<file path="config.mk">
export PLATFORM = sky130hd
export DESIGN_NAME = humidity_temp_frame_decoder_core
export DESIGN_NICKNAME = d
export VERILOG_FILES = /design/src/rtl/htfd_pkg.sv /design/src/rtl/htfd_frame.sv /design/src/rtl/htfd_conv.sv /design/src/rtl/humidity_temp_frame_decoder_core.sv
export SDC_FILE = /design/constraint.sdc
export NUM_CORES = 1
export LEC_CHECK = 0
export BUFFER_PORTS_ARGS = -buffer_cell sky130_fd_sc_hd__clkbuf_2
export CORE_MARGIN = 4
export CORE_UTILIZATION = 55
export DETAILED_ROUTE_END_ITERATION = 10
export GPL_TIMING_DRIVEN = 0
export PLACE_DENSITY_LB_ADDON = 0.12
export SYNTH_ARGS = -nofsm -noshare
export SYNTH_HDL_FRONTEND = slang
export SYNTH_HIERARCHICAL = 1
export SYNTH_SLANG_ARGS = --single-unit
</file>
<file path="constraint.sdc">
create_clock -name i_clk -period 20.5 [get_ports i_clk]
set_clock_uncertainty 0.05 [all_clocks]
set_input_delay 3.075 -clock i_clk [delete_from_list [all_inputs] [get_ports i_clk]]
set_output_delay 3.075 -clock i_clk [all_outputs]
set_load 0.01 [all_outputs]
</file>
<file path="src/rtl/htfd_pkg.sv">
// Shared types, constants and the CRC-8 byte step for the humidity and
// temperature frame decoder. No dependencies.
`default_nettype none

package htfd_pkg;

    // Result error codes
    localparam logic [1:0] ERR_OK   = 2'd0;
    localparam logic [1:0] ERR_CRC  = 2'd1;
    localparam logic [1:0] ERR_NACK = 2'd2;

    // Sensor families
    localparam logic FAM_SINGLE = 1'b0;
    localparam logic FAM_DUAL   = 1'b1;

    // Frame lengths as final byte index
    localparam logic [2:0] LAST_SINGLE = 3'd2;
    localparam logic [2:0] LAST_DUAL   = 3'd5;

    localparam logic [7:0] CRC_POLY    = 8'h31;
    localparam logic [7:0] STATUS_MASK = 8'hFC;

    // Conversion gains and offsets, hundredths
    localparam logic [14:0] T_MUL_SINGLE = 15'd17572;
    localparam logic [14:0] T_MUL_DUAL   = 15'd17500;
    localparam logic [13:0] H_MUL_SINGLE = 14'd12500;
    localparam logic [13:0] H_MUL_DUAL   = 14'd10000;
    localparam logic [12:0] T_OFF_SINGLE = 13'd4685;
    localparam logic [12:0] T_OFF_DUAL   = 13'd4500;
    localparam logic [13:0] H_OFF_SINGLE = 14'd600;
    localparam logic [13:0] H_OFF_DUAL   = 14'd0;
    localparam logic [13:0] H_MAX        = 14'd10000;

    typedef struct packed {
        logic [7:0] rx_byte;
        logic       frame_start;
        logic       quantity_is_humidity;
        logic       bus_nack;
    } t_htfd_in;

    typedef struct packed {
        logic signed [14:0] temperature_centi;
        logic [13:0]        humidity_centi;
        logic               temp_valid;
        logic               humid_valid;
        logic [1:0]         error_code;
    } t_htfd_out;

    typedef enum logic [1:0] {
        TOK_CONV = 2'd0,
        TOK_CRC  = 2'd1,
        TOK_NACK = 2'd2
    } t_tok_kind;

    // Completed frame, ready for scaling
    typedef struct packed {
        t_tok_kind   kind;
        logic        family;
        logic        qty;
        logic [15:0] traw;
        logic [15:0] hraw;
    } t_htfd_tok;

    // Scaled products, ready for division and offset
    typedef struct packed {
        t_tok_kind   kind;
        logic        family;
        logic        qty;
        logic [30:0] tprod;
        logic [29:0] hprod;
    } t_htfd_prod;

    function automatic logic [7:0] crc8_byte(input logic [7:0] crc, input logic [7:0] b);
        logic [7:0] c;
        c = crc ^ b;
        for (int k = 0; k < 8; k++) begin
            c = c[7] ? ((c << 1) ^ CRC_POLY) : (c << 1);
        end
        return c;
    endfunction

endpackage

`default_nettype wire

</file>
<file path="src/rtl/htfd_frame.sv">
// Byte counting, running CRC and frame byte storage.
// Emits one token per result-producing byte. Depends on htfd_pkg.
`default_nettype none

module htfd_frame
    import htfd_pkg::*;
(
    input  wire logic      i_clk,
    input  wire logic      i_rst_n,
    input  wire logic      i_accept,
    input  wire t_htfd_in  i_in,
    input  wire logic      i_family,
    output logic           o_tok_valid,
    output t_htfd_tok      o_tok
);

    logic [2:0] r_idx, n_idx;
    logic [7:0] r_crc, n_crc;
    logic       r_qty, n_qty;
    logic [7:0] r_b0, r_b1, r_b3, r_b4;

    logic [2:0] idx0;
    logic [7:0] crc0;
    logic [2:0] last;
    logic       qty0;

    assign idx0 = i_in.frame_start ? 3'd0 : r_idx;
    assign crc0 = i_in.frame_start ? 8'd0 : r_crc;
    assign qty0 = (idx0 == 3'd0) ? i_in.quantity_is_humidity : r_qty;
    assign last = (i_family == FAM_DUAL) ? LAST_DUAL : LAST_SINGLE;

    always_comb begin
        n_idx       = r_idx;
        n_crc       = r_crc;
        n_qty       = r_qty;
        o_tok_valid = 1'b0;
        o_tok.kind   = TOK_CONV;
        o_tok.family = i_family;
        o_tok.qty    = qty0;
        if (i_family == FAM_DUAL) begin
            o_tok.traw = {r_b0, r_b1};
            o_tok.hraw = {r_b3, r_b4};
        end else begin
            o_tok.traw = {r_b0, r_b1 & STATUS_MASK};
            o_tok.hraw = {r_b0, r_b1 & STATUS_MASK};
        end
        if (i_accept) begin
            priority if (i_in.bus_nack) begin
                n_idx       = 3'd0;
                n_crc       = 8'd0;
                o_tok_valid = 1'b1;
                o_tok.kind  = TOK_NACK;
            end else if (idx0 < last) begin
                n_qty = qty0;
                n_idx = idx0 + 3'd1;
                n_crc = (idx0 < 3'd2) ? crc8_byte(crc0, i_in.rx_byte) : crc0;
            end else begin
                n_qty       = qty0;
                n_idx       = 3'd0;
                n_crc       = 8'd0;
                o_tok_valid = 1'b1;
                if (i_family == FAM_SINGLE && crc0 != i_in.rx_byte) begin
                    o_tok.kind = TOK_CRC;
                end
            end
        end
    end

    always_ff @(posedge i_clk) begin
        if (!i_rst_n) begin
            r_idx <= 3'd0;
            r_crc <= 8'd0;
            r_qty <= 1'b0;
        end else begin
            r_idx <= n_idx;
            r_crc <= n_crc;
            r_qty <= n_qty;
        end
    end

    // Frame bytes: byte 2 is a CRC byte, checked on arrival in single frames but not kept
    always_ff @(posedge i_clk) begin
        if (i_accept && !i_in.bus_nack && idx0 < last) begin
            if (idx0 == 3'd0) r_b0 <= i_in.rx_byte;
            if (idx0 == 3'd1) r_b1 <= i_in.rx_byte;
            if (idx0 == 3'd3) r_b3 <= i_in.rx_byte;
            if (idx0 == 3'd4) r_b4 <= i_in.rx_byte;
        end
    end

endmodule

`default_nettype wire

</file>
<file path="src/rtl/htfd_conv.sv">
// Division, offset and saturation of the scaled raw values into hundredths.
// Combinational; depends on htfd_pkg.
`default_nettype none

module htfd_conv
    import htfd_pkg::*;
(
    input  wire t_htfd_prod i_prod,
    output t_htfd_out       o_res
);

    logic [31:0] t_sum;
    logic [14:0] t_q;
    logic [15:0] t_r;
    logic        t_nz;
    logic [12:0] t_off;
    logic [15:0] t_val;
    logic [31:0] h_sum;
    logic [13:0] h_q;
    logic [13:0] h_off;
    logic [13:0] h_d;
    logic [13:0] h_val;
    logic        tv, hv;

    // Exact floor(x / 65535) for x below 2^32 - 1: (x + (x >> 16) + 1) >> 16
    assign t_sum = {1'b0, i_prod.tprod} + {17'd0, i_prod.tprod[30:16]} + 32'd1;
    assign h_sum = {2'b0, i_prod.hprod} + {18'd0, i_prod.hprod[29:16]} + 32'd1;

    always_comb begin
        if (i_prod.family == FAM_DUAL) begin
            t_q   = t_sum[30:16];
            // remainder is below 2^16, so its low half is exact
            t_r   = i_prod.tprod[15:0] + {1'b0, t_q};
            t_nz  = (t_r != 16'd0);
            t_off = T_OFF_DUAL;
            h_q   = h_sum[29:16];
            h_off = H_OFF_DUAL;
        end else begin
            t_q   = i_prod.tprod[30:16];
            t_r   = i_prod.tprod[15:0];
            t_nz  = (t_r != 16'd0);
            t_off = T_OFF_SINGLE;
            h_q   = i_prod.hprod[29:16];
            h_off = H_OFF_SINGLE;
        end
        // truncate toward zero: round a negative fractional result up
        t_val = {1'b0, t_q} - {3'b0, t_off}
              + {15'd0, (t_nz && (t_q < {2'b0, t_off}))};
        h_d   = h_q - h_off;
        if (h_q < h_off) begin
            h_val = 14'd0;
        end else if (h_d > H_MAX) begin
            h_val = H_MAX;
        end else begin
            h_val = h_d;
        end
    end

    assign tv = (i_prod.kind == TOK_CONV) && (i_prod.family == FAM_DUAL || !i_prod.qty);
    assign hv = (i_prod.kind == TOK_CONV) && (i_prod.family == FAM_DUAL || i_prod.qty);

    always_comb begin
        o_res.temperature_centi = tv ? t_val[14:0] : 15'sd0;
        o_res.humidity_centi    = hv ? h_val : 14'd0;
        o_res.temp_valid        = tv;
        o_res.humid_valid       = hv;
        unique case (i_prod.kind)
            TOK_CONV: o_res.error_code = ERR_OK;
            TOK_CRC:  o_res.error_code = ERR_CRC;
            TOK_NACK: o_res.error_code = ERR_NACK;
            default:  o_res.error_code = ERR_OK;
        endcase
    end

endmodule

`default_nettype wire

</file>
<file path="src/rtl/humidity_temp_frame_decoder_core.sv">
// Humidity and temperature frame decoder: byte-wise frame assembly with CRC-8
// check of single-quantity frames, and fixed-point conversion to hundredths.
// Depends on htfd_pkg, htfd_frame and htfd_conv.
// Throughput: one byte per cycle, sustained, with the result side ready.
// Pipeline: the result for a frame's final byte or a NACK byte is registered
//   through the frame stage, multiply stage and divide/output stage in turn.
// Reset (i_rst_n low, synchronous): clears the byte count, CRC, family
//   register and all stage valids; stored frame bytes are not cleared.
`default_nettype none

module humidity_temp_frame_decoder_core
    import htfd_pkg::*;
(
    input  wire logic      i_clk,
    input  wire logic      i_rst_n,
    // configuration: sensor family
    input  wire logic      i_cfg_valid,
    input  wire logic      i_cfg_data,
    output logic           o_cfg_ready,
    // byte input
    input  wire logic      i_in_valid,
    input  wire t_htfd_in  i_in_data,
    output logic           o_in_ready,
    // result output
    output logic           o_out_valid,
    output t_htfd_out      o_out_data,
    input  wire logic      i_out_ready
);

    logic       r_family;
    logic       in_xfer;

    logic       tok_valid;
    t_htfd_tok  tok;

    logic       r_s1_valid;
    t_htfd_tok  r_s1;
    logic       r_s2_valid;
    t_htfd_prod r_s2;
    logic       r_out_valid;
    t_htfd_out  r_out;

    t_htfd_prod n_s2;
    t_htfd_out  n_out;

    logic       out_adv, s2_adv, s1_adv;

    // Configuration is always taken; the block is idle by contract
    assign o_cfg_ready = 1'b1;

    always_ff @(posedge i_clk) begin
        if (!i_rst_n) begin
            r_family <= FAM_SINGLE;
        end else if (i_cfg_valid) begin
            r_family <= i_cfg_data;
        end
    end

    // Each stage advances when its downstream slot is empty or moving on,
    // so bubbles collapse and the input keeps flowing while a result waits.
    assign out_adv    = !r_out_valid || i_out_ready;
    assign s2_adv     = !r_s2_valid || out_adv;
    assign s1_adv     = !r_s1_valid || s2_adv;
    assign o_in_ready = s1_adv;
    assign in_xfer    = i_in_valid && o_in_ready;

    // Frame stage: count bytes, run the CRC, emit a token on frame end or NACK
    htfd_frame u_frame (
        .i_clk       (i_clk),
        .i_rst_n     (i_rst_n),
        .i_accept    (in_xfer),
        .i_in        (i_in_data),
        .i_family    (r_family),
        .o_tok_valid (tok_valid),
        .o_tok       (tok)
    );

    // Multiply stage: scale raw values by the family's gain
    always_comb begin
        n_s2.kind   = r_s1.kind;
        n_s2.family = r_s1.family;
        n_s2.qty    = r_s1.qty;
        n_s2.tprod  = 31'((r_s1.family == FAM_DUAL) ? T_MUL_DUAL : T_MUL_SINGLE)
                    * 31'(r_s1.traw);
        n_s2.hprod  = 30'((r_s1.family == FAM_DUAL) ? H_MUL_DUAL : H_MUL_SINGLE)
                    * 30'(r_s1.hraw);
    end

    // Divide, offset and saturate
    htfd_conv u_conv (
        .i_prod (r_s2),
        .o_res  (n_out)
    );

    always_ff @(posedge i_clk) begin
        if (!i_rst_n) begin
            r_s1_valid  <= 1'b0;
            r_s2_valid  <= 1'b0;
            r_out_valid <= 1'b0;
        end else begin
            if (s1_adv)  r_s1_valid  <= in_xfer && tok_valid;
            if (s2_adv)  r_s2_valid  <= r_s1_valid;
            if (out_adv) r_out_valid <= r_s2_valid;
        end
    end

    // Payload registers: hold while stalled
    always_ff @(posedge i_clk) begin
        if (s1_adv)  r_s1  <= tok;
        if (s2_adv)  r_s2  <= n_s2;
        if (out_adv) r_out <= n_out;
    end

    assign o_out_valid = r_out_valid;
    assign o_out_data  = r_out;

    // A NACK transfer always yields a token in the frame stage next cycle
    a_nack_token: assert property (@(posedge i_clk) disable iff (!i_rst_n)
        (in_xfer && i_in_data.bus_nack) |=> (r_s1_valid && r_s1.kind == TOK_NACK))
        else $error("NACK transfer produced no abort token");

    // An error result never carries a converted value
    a_err_no_value: assert property (@(posedge i_clk) disable iff (!i_rst_n)
        (o_out_valid && o_out_data.error_code != ERR_OK)
            |-> (!o_out_data.temp_valid && !o_out_data.humid_valid))
        else $error("error result flagged a valid value");

    // Humidity stays saturated
    a_humid_range: assert property (@(posedge i_clk) disable iff (!i_rst_n)
        o_out_valid |-> (o_out_data.humidity_centi <= H_MAX))
        else $error("humidity above full scale");

    // A successful result carries at least one value
    a_ok_has_value: assert property (@(posedge i_clk) disable iff (!i_rst_n)
        (o_out_valid && o_out_data.error_code == ERR_OK)
            |-> (o_out_data.temp_valid || o_out_data.humid_valid))
        else $error("ok result without a value");

endmodule

`default_nettype wire

</file>
-- After elaboration in Yosys (flattened, before gate mapping)
Cells that the tools add are included.
- bits in registers: 182
- word-level logic and storage cells: 128
- bits of input ports: 17
- reductions and logical operators: 30
- eq/ne operators: 6
- add/sub/neg operators: 9
- $lt $le $gt $ge: 5
- mux-type cells: 33
- multiply operators: 2
- bitwise logic cells: 13
- operator list (cell ; count):
    2-to-1 mux 6 bit ; 8
    2-to-1 mux 8 bit ; 5
    nonzero test 16 bit ; 2
    adder 31 x 1 -> 31 bit, second input constant ; 1
    adder 31 x 15 -> 31 bit ; 1
    multiplier 15 x 16 -> 31 bit ; 1
    adder 30 x 1 -> 30 bit, second input constant ; 1
    adder 30 x 14 -> 30 bit ; 1
    multiplier 14 x 16 -> 30 bit ; 1
    2-to-1 mux 14 bit ; 2
    NOT 3 bit ; 8
    2-to-1 mux 10 bit ; 2
    adder 16 x 15 -> 16 bit ; 1
    2-to-1 mux 16 bit ; 1
    adder 15 x 1 -> 15 bit ; 1
    < comparator 15 x 13 -> 1 bit ; 1
    2-to-1 mux 15 bit ; 1
    subtractor 15 x 13 -> 15 bit ; 1
    > comparator 14 bit, second input constant ; 1
    < comparator 14 x 10 -> 1 bit ; 1
    subtractor 14 x 10 -> 14 bit ; 1
    2-to-1 mux 13 bit ; 1
    2-to-1 mux 3 bit ; 4
    AND reduction 2 bit ; 5
    other kinds (21) ; 46

-- Logic depth before layout (Yosys ltp)
Gate-level depths: netlist (run 1).
- depth in word-level cells: 21
- mapped depth: 33

-- Cells and area by module
The synthesis (run 1) kept the hierarchy.
- modules (own cells, without submodules) (module ; cells an instance ; area each (sq um) ; instances ; sequential area each (sq um)):
    humidity_temp_frame_decoder_core ; 1151 ; 13454.2 ; 1 ; 3983.8
    htfd_conv ; 587 ; 4279.1 ; 1 ; 0.0
    htfd_frame ; 214 ; 2439.8 ; 1 ; 1201.2

-- Least setup slack after synthesis (run 1)
Ideal clock, no wire load.
- path kind: in2out
- from: input port i_out_ready
- to: output port o_in_ready
- data arrival time: 4268 ps
- cell stages on the path: 2
- setup slack: 13107 ps
- buffers on the path: 0
- path through: nor2b_1 nand3_1
- longest elaborated chain between the ends: 3
- RTL lines (item ; RTL line ; RTL):
    start: declaration ; humidity_temp_frame_decoder_core.sv:27 ; input wire logic i_out_ready
    logical OR 1 bit ; humidity_temp_frame_decoder_core.sv:61 ; assign out_adv = !r_out_valid || i_out_ready;
    logical OR 1 bit ; humidity_temp_frame_decoder_core.sv:62 ; assign s2_adv = !r_s2_valid || out_adv;
    logical OR 1 bit ; humidity_temp_frame_decoder_core.sv:63 ; assign s1_adv = !r_s1_valid || s2_adv;
    end: declaration ; humidity_temp_frame_decoder_core.sv:23 ; output logic o_in_ready,
No other way between the ends.

-- Worst setup path after layout (run 1)
- from: register r_s2[53] in the netlist's numbering
- to: register r_out (netlist bit o_out_data[29]) (data pin)
- longest elaborated chain between the ends: 7
- elaborated cells on any way between the ends: 10
- RTL lines (item ; RTL line ; RTL):
    start: declaration ; humidity_temp_frame_decoder_core.sv:39 ; t_htfd_prod r_s2;
    start signal: assignment ; humidity_temp_frame_decoder_core.sv:110 ; if (s2_adv) r_s2 <= n_s2;
    adder 31 x 15 -> 31 bit ; htfd_conv.sv:26 ; assign t_sum = {1'b0, i_prod.tprod} + {17'd0, i_prod.tprod[30:16]} + 32'd1;
    adder 31 x 1 -> 31 bit ; htfd_conv.sv:26 ;
    adder 16 x 15 -> 16 bit ; htfd_conv.sv:33 ; t_r = i_prod.tprod[15:0] + {1'b0, t_q};
    nonzero test 16 bit ; htfd_conv.sv:34 ; t_nz = (t_r != 16'd0);
    2-to-1 mux 1 bit ; htfd_conv.sv:30 ; if (i_prod.family == FAM_DUAL) begin
    logical AND 1 bit ; htfd_conv.sv:48 ; + {15'd0, (t_nz && (t_q < {2'b0, t_off}))};
    adder 15 x 1 -> 15 bit * ; htfd_conv.sv:48 ;
    end signal: assignment ; humidity_temp_frame_decoder_core.sv:111 ; if (out_adv) r_out <= n_out;
    end: declaration ; humidity_temp_frame_decoder_core.sv:41 ; t_htfd_out r_out;
Every way passes the cells marked *; elsewhere a longest branch is shown, timed or not.
A chain may end at the register's enable or synchronous reset.

==> results of run 1 <==
==> final timing paths <==
| path | from | end | slack [ns] |
|---|---|---|---|
| max | r_s2[53]$_DFFE_PP_ | o_out_data[29]$_DFFE_PP_ | 12.47 |
| min | u_frame/r_b0[1]$_DFFE_PP_ | r_s1[25]$_DFFE_PN_ | 0.42 |
| max reg2reg | r_s2[53]$_DFFE_PP_ | o_out_data[29]$_DFFE_PP_ | 12.47 |
| min reg2reg | u_frame/r_b0[1]$_DFFE_PP_ | r_s1[25]$_DFFE_PN_ | 0.42 |
==> synth_stat cells (all sizes together), types with 6 or more instances <==
| cell type | number |
|---|---|
| a2111oi | 6 |
| a211oi | 22 |
| a21boi | 13 |
| a21o | 28 |
| a21oi | 71 |
| a31oi | 18 |
| and2 | 53 |
| and3 | 10 |
| and4 | 9 |
| buf | 28 |
| clkbuf | 36 |
| dfxtp | 16 |
| edfxtp | 162 |
| fa | 153 |
| ha | 320 |
| inv | 276 |
| mux2 | 27 |
| mux2i | 14 |
| nand2 | 97 |
| nand2b | 19 |
| nand3 | 38 |
| nand3b | 11 |
| nand4 | 18 |
| nor2 | 89 |
| nor2b | 46 |
| nor3 | 17 |
| nor3b | 6 |
| nor4 | 13 |
| o211ai | 15 |
| o21a | 12 |
| o21ai | 54 |
| o21bai | 17 |
| or2 | 6 |
| or3 | 7 |
| xnor2 | 98 |
| xor2 | 47 |
==> flip-flops by register name (all words and copies together) (netlist names) <==
signal	flops
n_s2	4
o_out_data	33
o_out_valid	1
r_family	1
r_s1	32
r_s1_valid	1
r_s2	61
r_s2_valid	1
u_frame/r_b0	8
u_frame/r_b1	8
u_frame/r_b3	8
u_frame/r_b4	8
u_frame/r_crc	8
u_frame/r_idx	3
u_frame/r_qty	1
==> power by group <==
part,leakage [nW],internal [mW],switching (mW)
Clock,0.279,0.182,0.148
Combinational,7.95,0.816,1.11
Sequential,1.85,0.545,0.0877
==> cells by family (layout without fill, tap and decap cells) <==
| group | after synthesis | in the layout | share of synthesized area, % |
|---|---|---|---|
| compound gates | 320 | 320 | 11.5 |
| xor+xnor | 145 | 145 | 6.37 |
| fa+ha+maj | 473 | 473 | 35.0 |
| buf+inv | 340 | 425 | 6.79 |
| flops | 178 | 178 | 25.7 |
| mux | 41 | 41 | 2.24 |
| other cells | 2 | 24 | 0.0372 |
| simple gates | 453 | 453 | 12.4 |
==> layout make-up <==
type,instances,share of cell area [%]
clock inverters,13,0.720
multi-input cells,1456,63.1
well taps,461,2.66
inverters,276,4.77
repair buffers,53,1.36
clock buffers,19,1.99
flip-flops and latches,178,23.9
plain buffers,64,1.54
==> layer usage <==
metal	GRT usage, %	wire [microns]	part of all wire [%]
met1	30.6	20000	46
met2	39.2	20800	48
met5	0	20	0.046
met4	6.47	897	2.1
met3	2.73	1370	3.2
==> stage by stage <==
step	instances	utilization (%)	hold WS [ns]	power [mW]
6_report	2520	60.5	0.419	2.89
5_1_grt	2520	60.5	0.428	3.19
4_1_cts	2520	60.5	0.419	2.91
3_5_place_dp	2488	58.8	0.406	2.55
3_3_place_gp	2486	58.7	0.406	2.51
2_1_floorplan	1974	-	0.350	2.10
==> flow_summary.rst, run 1 <==
.. list-table::
   :header-rows: 1

   * - Metric
     - Value
   * - Initial detailed-routing violation count
     - 687
   * - Run status
     - completed
   * - Category of the critical setup timing path
     - reg -> reg
   * - Wire length of the first global-routing pass
     - 72.6 mm
   * - Die Ht
     - 200 microns
   * - Pleak
     - 10.1 nW
   * - Latest clock arrival within the worst-skew pair
     - 0.45 ns
   * - # port buffers
     - 51
   * - Vias post-DR
     - 13944
   * - Cell type contributing the most total cell area after synthesis
     - sky130_fd_sc_hd__edfxtp_1
   * - CP endpoint kind
     - flip-flop
   * - Slew @ Worst Pin
     - 1.31 ns
   * - Proportion of netlist area held by the largest area contributor
     - 24.1%
   * - Overall fraction of global-route tracks in use
     - 22.8%
   * - Crit-path max cell delay
     - 0.53 ns
   * - Total standard cell area after synthesis
     - 0.0202 sq mm
   * - Buffer cell driving the clock tree root
     - sky130_fd_sc_hd__clkbuf_16
   * - ANT nets after route
     - 0
   * - Class of the tightest hold or removal check
     - reg -> reg
   * - Unrepaired setup endpoints after global routing
     - false
   * - Global-route congestion overflow total
     - 0
   * - Routed Wire Length
     - 43.0 mm
   * - Total buffers and inverters traversed by the critical path
     - 2
   * - Core Area
     - 0.0359 sq mm
   * - Number of distinct library cell variants in the gate-level netlist after synthesis
     - 109
   * - Fin worst setup slack
     - 12.47 ns
   * - Final number of hold-violating endpoints
     - 0
   * - Vias in the first global route
     - 14334
   * - Largest buffer count on any clock path
     - 2
   * - Share of async-settable or async-resettable flops after synthesis
     - 0%
   * - Antenna cells
     - 0
   * - Maximum clock rate
     - 125 MHz
   * - Std cell rows
     - 69
   * - Final net count
     - 2536
   * - Most common cell after layout, fill and taps aside
     - sky130_fd_sc_hd__ha_1
   * - Count of flip-flops with a built-in enable after synthesis
     - 162
   * - Detail-routed via count per cell
     - 5.53
   * - Number of H-tree branching levels
     - 4
   * - Crit-path slowest cell
     - sky130_fd_sc_hd__edfxtp_1
   * - Crit path required time
     - 20.62 ns
   * - Sum Neg Setup Slack
     - 0 ns
   * - Number of cells traversed by the worst hold path
     - 0
   * - Main area contributors after synthesis
     - sky130_fd_sc_hd__edfxtp_1, sky130_fd_sc_hd__ha_1, sky130_fd_sc_hd__fa_1
   * - Final worst-path cycle share
     - 39.2%
   * - Yosys Warn Count
     - 6
   * - Clock-pin slew on the worst setup and hold paths
     - 0.07 ns
   * - Cell count after synthesis
     - 1952
   * - R2R cell count
     - 31
   * - IR drop worst, VDD
     - 0.115 mV
   * - Area of the multi-input gates
     - 0.0137 sq mm
   * - Num CTS Buffers
     - 17
   * - Final min period
     - 8.03 ns
   * - Die area
     - 0.0398 sq mm
   * - DP Area
     - 0.0211 sq mm
   * - Post-CTS setup buffers
     - 0
   * - Worst setup timing slack at the placement stage
     - 12.63 ns
   * - Initial antenna violation count
     - 1
   * - Die outline width
     - 200 microns
   * - Slew Viols, Final
     - 0
   * - Number of maximum-capacitance constraint violations
     - 0
   * - Worst slew slack as a fraction of its limit
     - 11.8%
   * - CP delay by family, top
     - compound AO/OA/AOI/OAI gates
   * - Number of design rule violations left after detail routing
     - 0
   * - Worst-path maximum fanout
     - 7
   * - Wire per inst
     - 17.1 microns
   * - Pwr Density
     - 133 mW/mm^2
   * - Placer's final routability congestion estimate
     - 0.913
   * - Pin count of the biggest net entering global routing
     - 42
   * - Avg Synthesized Cell Area
     - 10.3 sq um
   * - Num ports
     - 53
   * - CTS tree
     - yes
   * - Setup-failing EPs final
     - 0
   * - Number of storage elements in the synthesis netlist
     - 178
   * - Initial standard-cell utilization of the core
     - 56.2%
   * - Share of layout cells above drive strength 1
     - 9.66%
   * - Iteration count of the initial detailed-routing pass
     - 5
   * - Levels on crit path
     - 31
   * - Detail Placement HPWL
     - 35.7 mm
   * - Arr. time, crit path
     - 8.15 ns
   * - CTS Sinks
     - 178
   * - Top library cells by usage in the layout, fill and taps aside
     - sky130_fd_sc_hd__ha_1, sky130_fd_sc_hd__inv_1, sky130_fd_sc_hd__edfxtp_1
   * - CTS-repair resized insts
     - 0
   * - Area added between synthesis and finish
     - 7.69%
   * - Post-route standard cell area excluding fillers
     - 0.0217 sq mm
   * - Post-synthesis sequential area ratio
     - 25.7%
   * - Kind of start point of the critical path
     - flip-flop
   * - Filler cell count in the final layout
     - 3071
   * - Post-CTS Hold Buffers
     - 0
   * - Most frequently used flop master after synthesis
     - sky130_fd_sc_hd__edfxtp_1
   * - FF/Latch Area
     - 0.00518 sq mm
(Power assumes the default switching activity.)
==> inputs of run 2 (changes only) <==
Clock period 20.5 ns to 7.5 ns, I/O delays scaled along.
==> run 2 against run 1 <==
Effect of this change:
- global-route usage barely moved
- sequential share of layout area fell by 0.15 points
- clock power rose to 2.7 times the previous value
- power increased to 2.8 times the previous value
- die area unchanged
- combinational power rose to 2.8 times the previous value
- flip-flop and latch count unchanged
- non-clock buffer count is 7 higher
- cell count grew 0.28%
- utilization grew 0.39 points
- first-iteration DRC count is 7.0% higher
- design area grew 0.65%
- critical path type unchanged
- critical endpoint unchanged
==> flow_summary.rst, run 2 (synthesis gave the netlist of run 1 again) <==
.. list-table::
   :header-rows: 1

   * - Metric
     - Value
   * - Run status
     - completed
   * - Die Ht
     - 200 microns
   * - Wire length of the first global-routing pass
     - 72.6 mm
   * - Initial antenna violation count
     - 1
   * - Detail-routed via count per cell
     - 5.53
   * - Final number of hold-violating endpoints
     - 0
   * - Initial detailed-routing violation count
     - 735
   * - Share of layout cells above drive strength 1
     - 10.6%
   * - Worst-path maximum fanout
     - 5
   * - Slew @ Worst Pin
     - 1.31 ns
   * - Top library cells by usage in the layout, fill and taps aside
     - sky130_fd_sc_hd__ha_1, sky130_fd_sc_hd__inv_1, sky130_fd_sc_hd__edfxtp_1
   * - Vias post-DR
     - 13983
   * - Slew Viols, Final
     - 0
   * - IR drop worst, VDD
     - 0.316 mV
   * - Leading registers by flop count
     - r_s2: 61 flops, o_out_data: 33 flops, r_s1: 32 flops
   * - Largest buffer count on any clock path
     - 2
   * - Global-route congestion overflow total
     - 0
   * - Arr. time, crit path
     - 7.36 ns
   * - Number of design rule violations left after detail routing
     - 0
   * - Filler cell count in the final layout
     - 3064
   * - # port buffers
     - 51
   * - Crit-path slowest cell
     - sky130_fd_sc_hd__edfxtp_1
   * - Latest clock arrival within the worst-skew pair
     - 0.45 ns
   * - Std cell rows
     - 69
   * - Number of H-tree branching levels
     - 4
   * - Biggest register
     - r_s2
   * - Placed insts
     - 2488
   * - Crit-path max cell delay
     - 0.52 ns
   * - Detail Placement HPWL
     - 35.7 mm
   * - FF/Latch Area
     - 0.00518 sq mm
   * - CP endpoint kind
     - flip-flop
   * - Worst slew slack as a fraction of its limit
     - 11.8%
   * - Final-layout worst hold slack
     - 0.419 ns
   * - Antenna cells
     - 0
   * - Clock-pin slew on the worst setup and hold paths
     - 0.07 ns
   * - Overall fraction of global-route tracks in use
     - 22.8%
   * - Final net count
     - 2543
   * - Most common cell after layout, fill and taps aside
     - sky130_fd_sc_hd__ha_1
   * - Number of maximum-capacitance constraint violations
     - 0
   * - Maximum clock rate
     - 138 MHz
   * - Total power
     - 7.99 mW
   * - Class of the tightest hold or removal check
     - reg -> reg
   * - Area of the multi-input gates
     - 0.0138 sq mm
   * - Die outline width
     - 200 microns
   * - Vias in the first global route
     - 14331
   * - Setup-failing EPs final
     - 0
   * - CTS tree
     - yes
   * - Num CTS Buffers
     - 17
   * - Num ports
     - 53
   * - ANT nets after route
     - 0
   * - Die area
     - 0.0398 sq mm
   * - Pleak
     - 10.1 nW
   * - Buffer cell driving the clock tree root
     - sky130_fd_sc_hd__clkbuf_16
   * - Sum Neg Setup Slack
     - 0 ns
   * - Fin cells
     - 2527
   * - Wire per inst
     - 17.1 microns
   * - Final worst-path cycle share
     - 96.6%
   * - Iteration count of the initial detailed-routing pass
     - 6
   * - Area added between synthesis and finish
     - 8.39%
   * - CTS Sinks
     - 178
   * - Routed Wire Length
     - 43.2 mm
   * - Crit path required time
     - 7.62 ns
   * - Category of the critical setup timing path
     - reg -> reg
   * - Pwr Density
     - 365 mW/mm^2
   * - Final min period
     - 7.24 ns
   * - Number of flip-flops in the largest register
     - 61
   * - Initial standard-cell utilization of the core
     - 56.2%
   * - Core Area
     - 0.0359 sq mm
   * - Placer's final routability congestion estimate
     - 0.913
   * - Fin worst setup slack
     - 0.258 ns
   * - Kind of start point of the critical path
     - flip-flop
   * - Pin count of the biggest net entering global routing
     - 42
   * - Post-CTS Hold Buffers
     - 0
   * - Worst setup timing slack at the placement stage
     - -0.374 ns
-- run 2: cell types whose count changed in the layout (fill, tap and decap cells not counted), sizes merged --
cell    previous run  this run
buf               30        38
clkbuf           106       105
-- run 2: worst paths after layout --
check	startpoint	to	slack [ns]	cells past startpoint
max	r_s2[58]$_DFFE_PP_	o_out_data[29]$_DFFE_PP_	0.26	30
min	u_frame/r_b0[1]$_DFFE_PP_	r_s1[25]$_DFFE_PN_	0.42	0
max reg2reg	r_s2[58]$_DFFE_PP_	o_out_data[29]$_DFFE_PP_	0.26	30
min reg2reg	u_frame/r_b0[1]$_DFFE_PP_	r_s1[25]$_DFFE_PN_	0.42	0
-- run 2: area by class of cell --
cell class	instances	share of cell area, %
Timing Repair Buffer	61	1.63
Sequential cell	178	23.7
Inverter	276	4.74
Clock inverter	13	0.715
Multi-Input combinational cell	1456	63.1
Clock buffer	19	1.98
Tap cell	461	2.64
Buffer	63	1.51
-- run 2: critical path, delay by kind of cell, from the launching register on --
kind	cells	cell delay [ns]
multiplexers	2	0.58
XOR/XNOR	1	0.14
AND/OR/NAND/NOR	7	1.30
adder cells (fa/ha/maj)	4	1.15
buffers and inverters	1	0.07
AO/OA/AOI/OAI	15	3.13
flip-flops	1	0.52
-- run 2: stage by stage --
stage                     cell area [sq um]  utilization, %
after floorplan                       20300               -
after global placement                21100            58.7
after detailed placement              21100            58.8
final                                 21900            60.9
after CTS                             21700            60.6
after global routing                  21900            60.9
-- run 2: repair_timing --
| action | CTS | global route |
|---|---|---|
| gates resized for setup | 5 | 14 |
| setup buffers | 1 | 7 |
| endpoints found under the setup margin | 6 | 6 |
| pin swaps | 1 | 2 |
-- run 2: per-layer routing --
| layer | share of wire (%) | vias to the layer above | track usage [%] |
|---|---|---|---|
| met4 | 2.5 | 2 | 6.69 |
| met3 | 3.0 | 69 | 2.75 |
| met2 | 48 | 260 | 39.1 |
| li1 | - | 6955 | - |
| met1 | 47 | 6697 | 30.6 |
| met5 | 0.046 | - | 0 |
-- run 2: power by group --
group / internal, mW / total (mW) / leakage [nW] / switching, mW
registers: 1.49 / 1.71 / 1.85 / 0.225
logic: 2.27 / 5.37 / 7.99 / 3.11
clock network: 0.498 / 0.901 / 0.279 / 0.403
total: 4.25 / 7.99 / 10.1 / 3.74
==> inputs of run 3 (changes only) <==
Settings changed: ABC_AREA set to 1, REMOVE_ABC_BUFFERS set to 1.
==> run 3 against run 2 <==
Effect of this change:
- clock-buffer cell count is 1 lower
- sequential share of layout area is 1.1 points lower
- clock power is 2% lower
- combinational power is 19% higher
- area after synthesis is 6.6% higher
- setup slack better by 1.1 ns
- largest cell class unchanged
- highest routed layer is now met4
==> flow_summary.rst, run 3 <==
.. list-table::
   :header-rows: 1

   * - Metric
     - Value
   * - CTS Sinks
     - 178
   * - Overall fraction of global-route tracks in use
     - 23.2%
   * - Number of storage elements in the synthesis netlist
     - 178
   * - Final min period
     - 6.19 ns
   * - Number of distinct library cell variants in the gate-level netlist after synthesis
     - 60
   * - Area added between synthesis and finish
     - 6.66%
   * - Post-CTS Hold Buffers
     - 0
   * - Vias post-DR
     - 16544
   * - Buffer cell driving the clock tree root
     - sky130_fd_sc_hd__clkbuf_16
   * - Run status
     - completed
   * - Filler cell count in the final layout
     - 3504
   * - Worst slew slack as a fraction of its limit
     - 16.9%
   * - Wire length of the first global-routing pass
     - 79.5 mm
   * - Number of maximum-capacitance constraint violations
     - 0
   * - IR drop worst, VDD
     - 0.271 mV
   * - Count of flip-flops with a built-in enable after synthesis
     - 162
   * - Proportion of netlist area held by the largest area contributor
     - 22.6%
   * - Core Area
     - 0.0386 sq mm
   * - Leading registers by flop count
     - r_s2: 61 flops, o_out_data: 33 flops, r_s1: 32 flops
   * - Kind of start point of the critical path
     - flip-flop
   * - Num ports
     - 53
   * - ANT nets after route
     - 0
   * - Detail Placement HPWL
     - 40.1 mm
   * - Iteration count of the initial detailed-routing pass
     - 6
   * - Post-CTS setup buffers
     - 0
   * - Switching part of the total
     - 52.4%
   * - Share of the core filled with cells
     - 59.3%
   * - Post-route standard cell area excluding fillers
     - 0.0229 sq mm
   * - Detail-routed via count per cell
     - 5.05
   * - Area of the multi-input gates
     - 0.0140 sq mm
   * - Maximum clock rate
     - 162 MHz
   * - Total standard cell area after synthesis
     - 0.0215 sq mm
   * - Final net count
     - 3232
   * - Sequential fraction of design power
     - 19.4%
   * - Number of flip-flops in the largest register
     - 61
   * - # port buffers
     - 51
   * - Final worst-path cycle share
     - 82.5%
   * - Die outline width
     - 206 microns
   * - Die area
     - 0.0423 sq mm
   * - Worst-path maximum fanout
     - 4
   * - Number of design rule violations left after detail routing
     - 0
   * - Most frequent cells after synthesis
     - sky130_fd_sc_hd__nand2_1, sky130_fd_sc_hd__inv_1, sky130_fd_sc_hd__ha_1
   * - Most used cell along the critical path
     - sky130_fd_sc_hd__nand2_1
   * - First element of the critical path
     - r_s2[33]$_DFFE_PP_
   * - Largest buffer count on any clock path
     - 2
   * - Final number of hold-violating endpoints
     - 0
   * - Crit path required time
     - 7.65 ns
   * - Wire per inst
     - 14.4 microns
   * - Cell type contributing the most total cell area after synthesis
     - sky130_fd_sc_hd__edfxtp_1
   * - Slew Viols, Final
     - 0
   * - Number of H-tree branching levels
     - 4
   * - Latest clock arrival within the worst-skew pair
     - 0.44 ns
   * - Pwr Density
     - 395 mW/mm^2
   * - Post-synthesis sequential area ratio
     - 24.1%
   * - Std cell rows
     - 72
   * - Source of the worst register-to-register timing path
     - r_s2[33]$_DFFE_PP_
   * - Top library cells by usage in the layout, fill and taps aside
     - sky130_fd_sc_hd__nand2_1, sky130_fd_sc_hd__inv_1, sky130_fd_sc_hd__ha_1
   * - FF/Latch Area
     - 0.00518 sq mm
   * - Part of the power in combinational logic
     - 70.8%
   * - Global-route congestion overflow total
     - 0
   * - Avg Synthesized Cell Area
     - 8.02 sq um
   * - Initial standard-cell utilization of the core
     - 55.6%
   * - Crit-path slowest cell
     - sky130_fd_sc_hd__edfxtp_1
   * - Pleak
     - 12.6 nW
   * - Most instantiated library cell after synthesis
     - sky130_fd_sc_hd__nand2_1
   * - Most frequently used flop master after synthesis
     - sky130_fd_sc_hd__edfxtp_1
   * - Pin count of the biggest net entering global routing
     - 40
   * - Category of the critical setup timing path
     - reg -> reg
   * - DP Area
     - 0.0223 sq mm
   * - Int Pwr
     - 4.31 mW
   * - Class of the tightest hold or removal check
     - reg -> reg
   * - Vias in the first global route
     - 16384
   * - Arr. time, crit path
     - 6.34 ns
   * - Crit-path max cell delay
     - 0.49 ns
   * - Main area contributors after synthesis
     - sky130_fd_sc_hd__edfxtp_1, sky130_fd_sc_hd__ha_1, sky130_fd_sc_hd__fa_1
   * - Slew @ Worst Pin
     - 1.24 ns
   * - Share of async-settable or async-resettable flops after synthesis
     - 0%
   * - CTS tree
     - yes
   * - Unrepaired setup endpoints after global routing
     - false
   * - P_sw
     - 4.74 mW
   * - Die Ht
     - 206 microns
   * - Sum Neg Setup Slack
     - 0 ns
   * - CTS-repair resized insts
     - 0
   * - Setup-failing EPs final
     - 0
   * - Placer's final routability congestion estimate
     - 0.958
   * - Initial antenna violation count
     - 0
   * - Cell count after synthesis
     - 2681
   * - Worst hold path startpoint
     - n_s2[63]$_DFFE_PN_
   * - Share of total power in the clock network
     - 9.8%
   * - Antenna cells
     - 0
   * - Most common cell after layout, fill and taps aside
     - sky130_fd_sc_hd__nand2_1
   * - CP endpoint kind
     - flip-flop
   * - Yosys Warn Count
     - 6
   * - Share of layout cells above drive strength 1
     - 7.59%
   * - Clock-pin slew on the worst setup and hold paths
     - 0.07 ns
   * - Routed Wire Length
     - 47.1 mm
   * - Num CTS Buffers
     - 17
   * - Initial detailed-routing violation count
     - 999
   * - Biggest register
     - r_s2
-- run 3: cell types whose count changed after synthesis, moves of 25 or more --
cell and delta:
sky130_fd_sc_hd__nor2_1 +83, sky130_fd_sc_hd__nor2b_1 -45, sky130_fd_sc_hd__and2_1 -47, sky130_fd_sc_hd__nand2_2 +38, sky130_fd_sc_hd__nand3_1 +80, sky130_fd_sc_hd__xnor2_1 -85
sky130_fd_sc_hd__inv_1 +299, sky130_fd_sc_hd__mux2_2 -25, sky130_fd_sc_hd__a21oi_1 +37, sky130_fd_sc_hd__nand2_1 +571
-- run 3: layer usage --
metal | global-route usage, % | wire length, microns
met1 | 31.7 | 22000
met2 | 40.3 | 22700
met3 | 2.40 | 1730
met4 | 4.81 | 641
met5 | 0 | 0
-- run 3: worst paths after layout --
| check | endpoint | slack [ns] | cells past startpoint |
|---|---|---|---|
| worst min-delay path | r_s2[63]$_DFFE_PP_ | 0.39 | 0 |
| worst max-delay path | o_out_data[24]$_DFFE_PP_ | 1.31 | 34 |
| worst min register to register | r_s2[63]$_DFFE_PP_ | 0.39 | 0 |
| worst max register to register | o_out_data[24]$_DFFE_PP_ | 1.31 | 34 |
-- run 3: final cells by class --
class | count | share of cell area (%)
sequential | 178 | 22.6
clock inverter | 14 | 0.660
clock buffer | 18 | 1.87
inverter | 585 | 9.57
timing repair buffer | 55 | 1.45
tap | 518 | 2.83
multi-input combinational | 1905 | 61.0
-- run 3: critical path, delay by kind of cell, from the launching register on --
| kind | cells | cell delay (ns) |
|---|---|---|
| xor+xnor | 1 | 0.17 |
| compound gates | 8 | 1.80 |
| buf+inv | 3 | 0.23 |
| flops | 1 | 0.49 |
| simple gates | 17 | 1.88 |
| fa+ha+maj | 5 | 1.31 |
-- run 3: kinds of logic (layout without fill, tap and decap cells) --
family	count (synthesis)	after routing	synth area share, %
other cells	2	25	0.0349
xor+xnor	60	60	2.85
buf+inv	621	672	11.2
flops	178	178	24.1
fa+ha+maj	473	473	32.9
compound gates	217	217	5.64
simple gates	1130	1130	23.3
-- run 3: power by group through the flow --
stage	registers, mW	logic (mW)	clock network, mW
finish	1.76	6.41	0.887
global route	1.78	7.41	0.945
CTS	1.76	6.41	0.907
detailed placement	1.78	6.33	0
global placement	1.78	6.25	0
floorplan	1.70	4.86	0
-- run 3: per-stage QoR --
step	worst slack [ns]	power, mW	hold WS (ns)	cells
2_1_floorplan	1.80	6.56	0.350	2668
5_1_grt	0.842	10.1	0.400	3273
3_3_place_gp	0.460	8.03	0.359	3237
6_report	1.31	9.05	0.395	3273
3_5_place_dp	1.43	8.11	0.382	3240
4_1_cts	1.40	9.07	0.399	3272
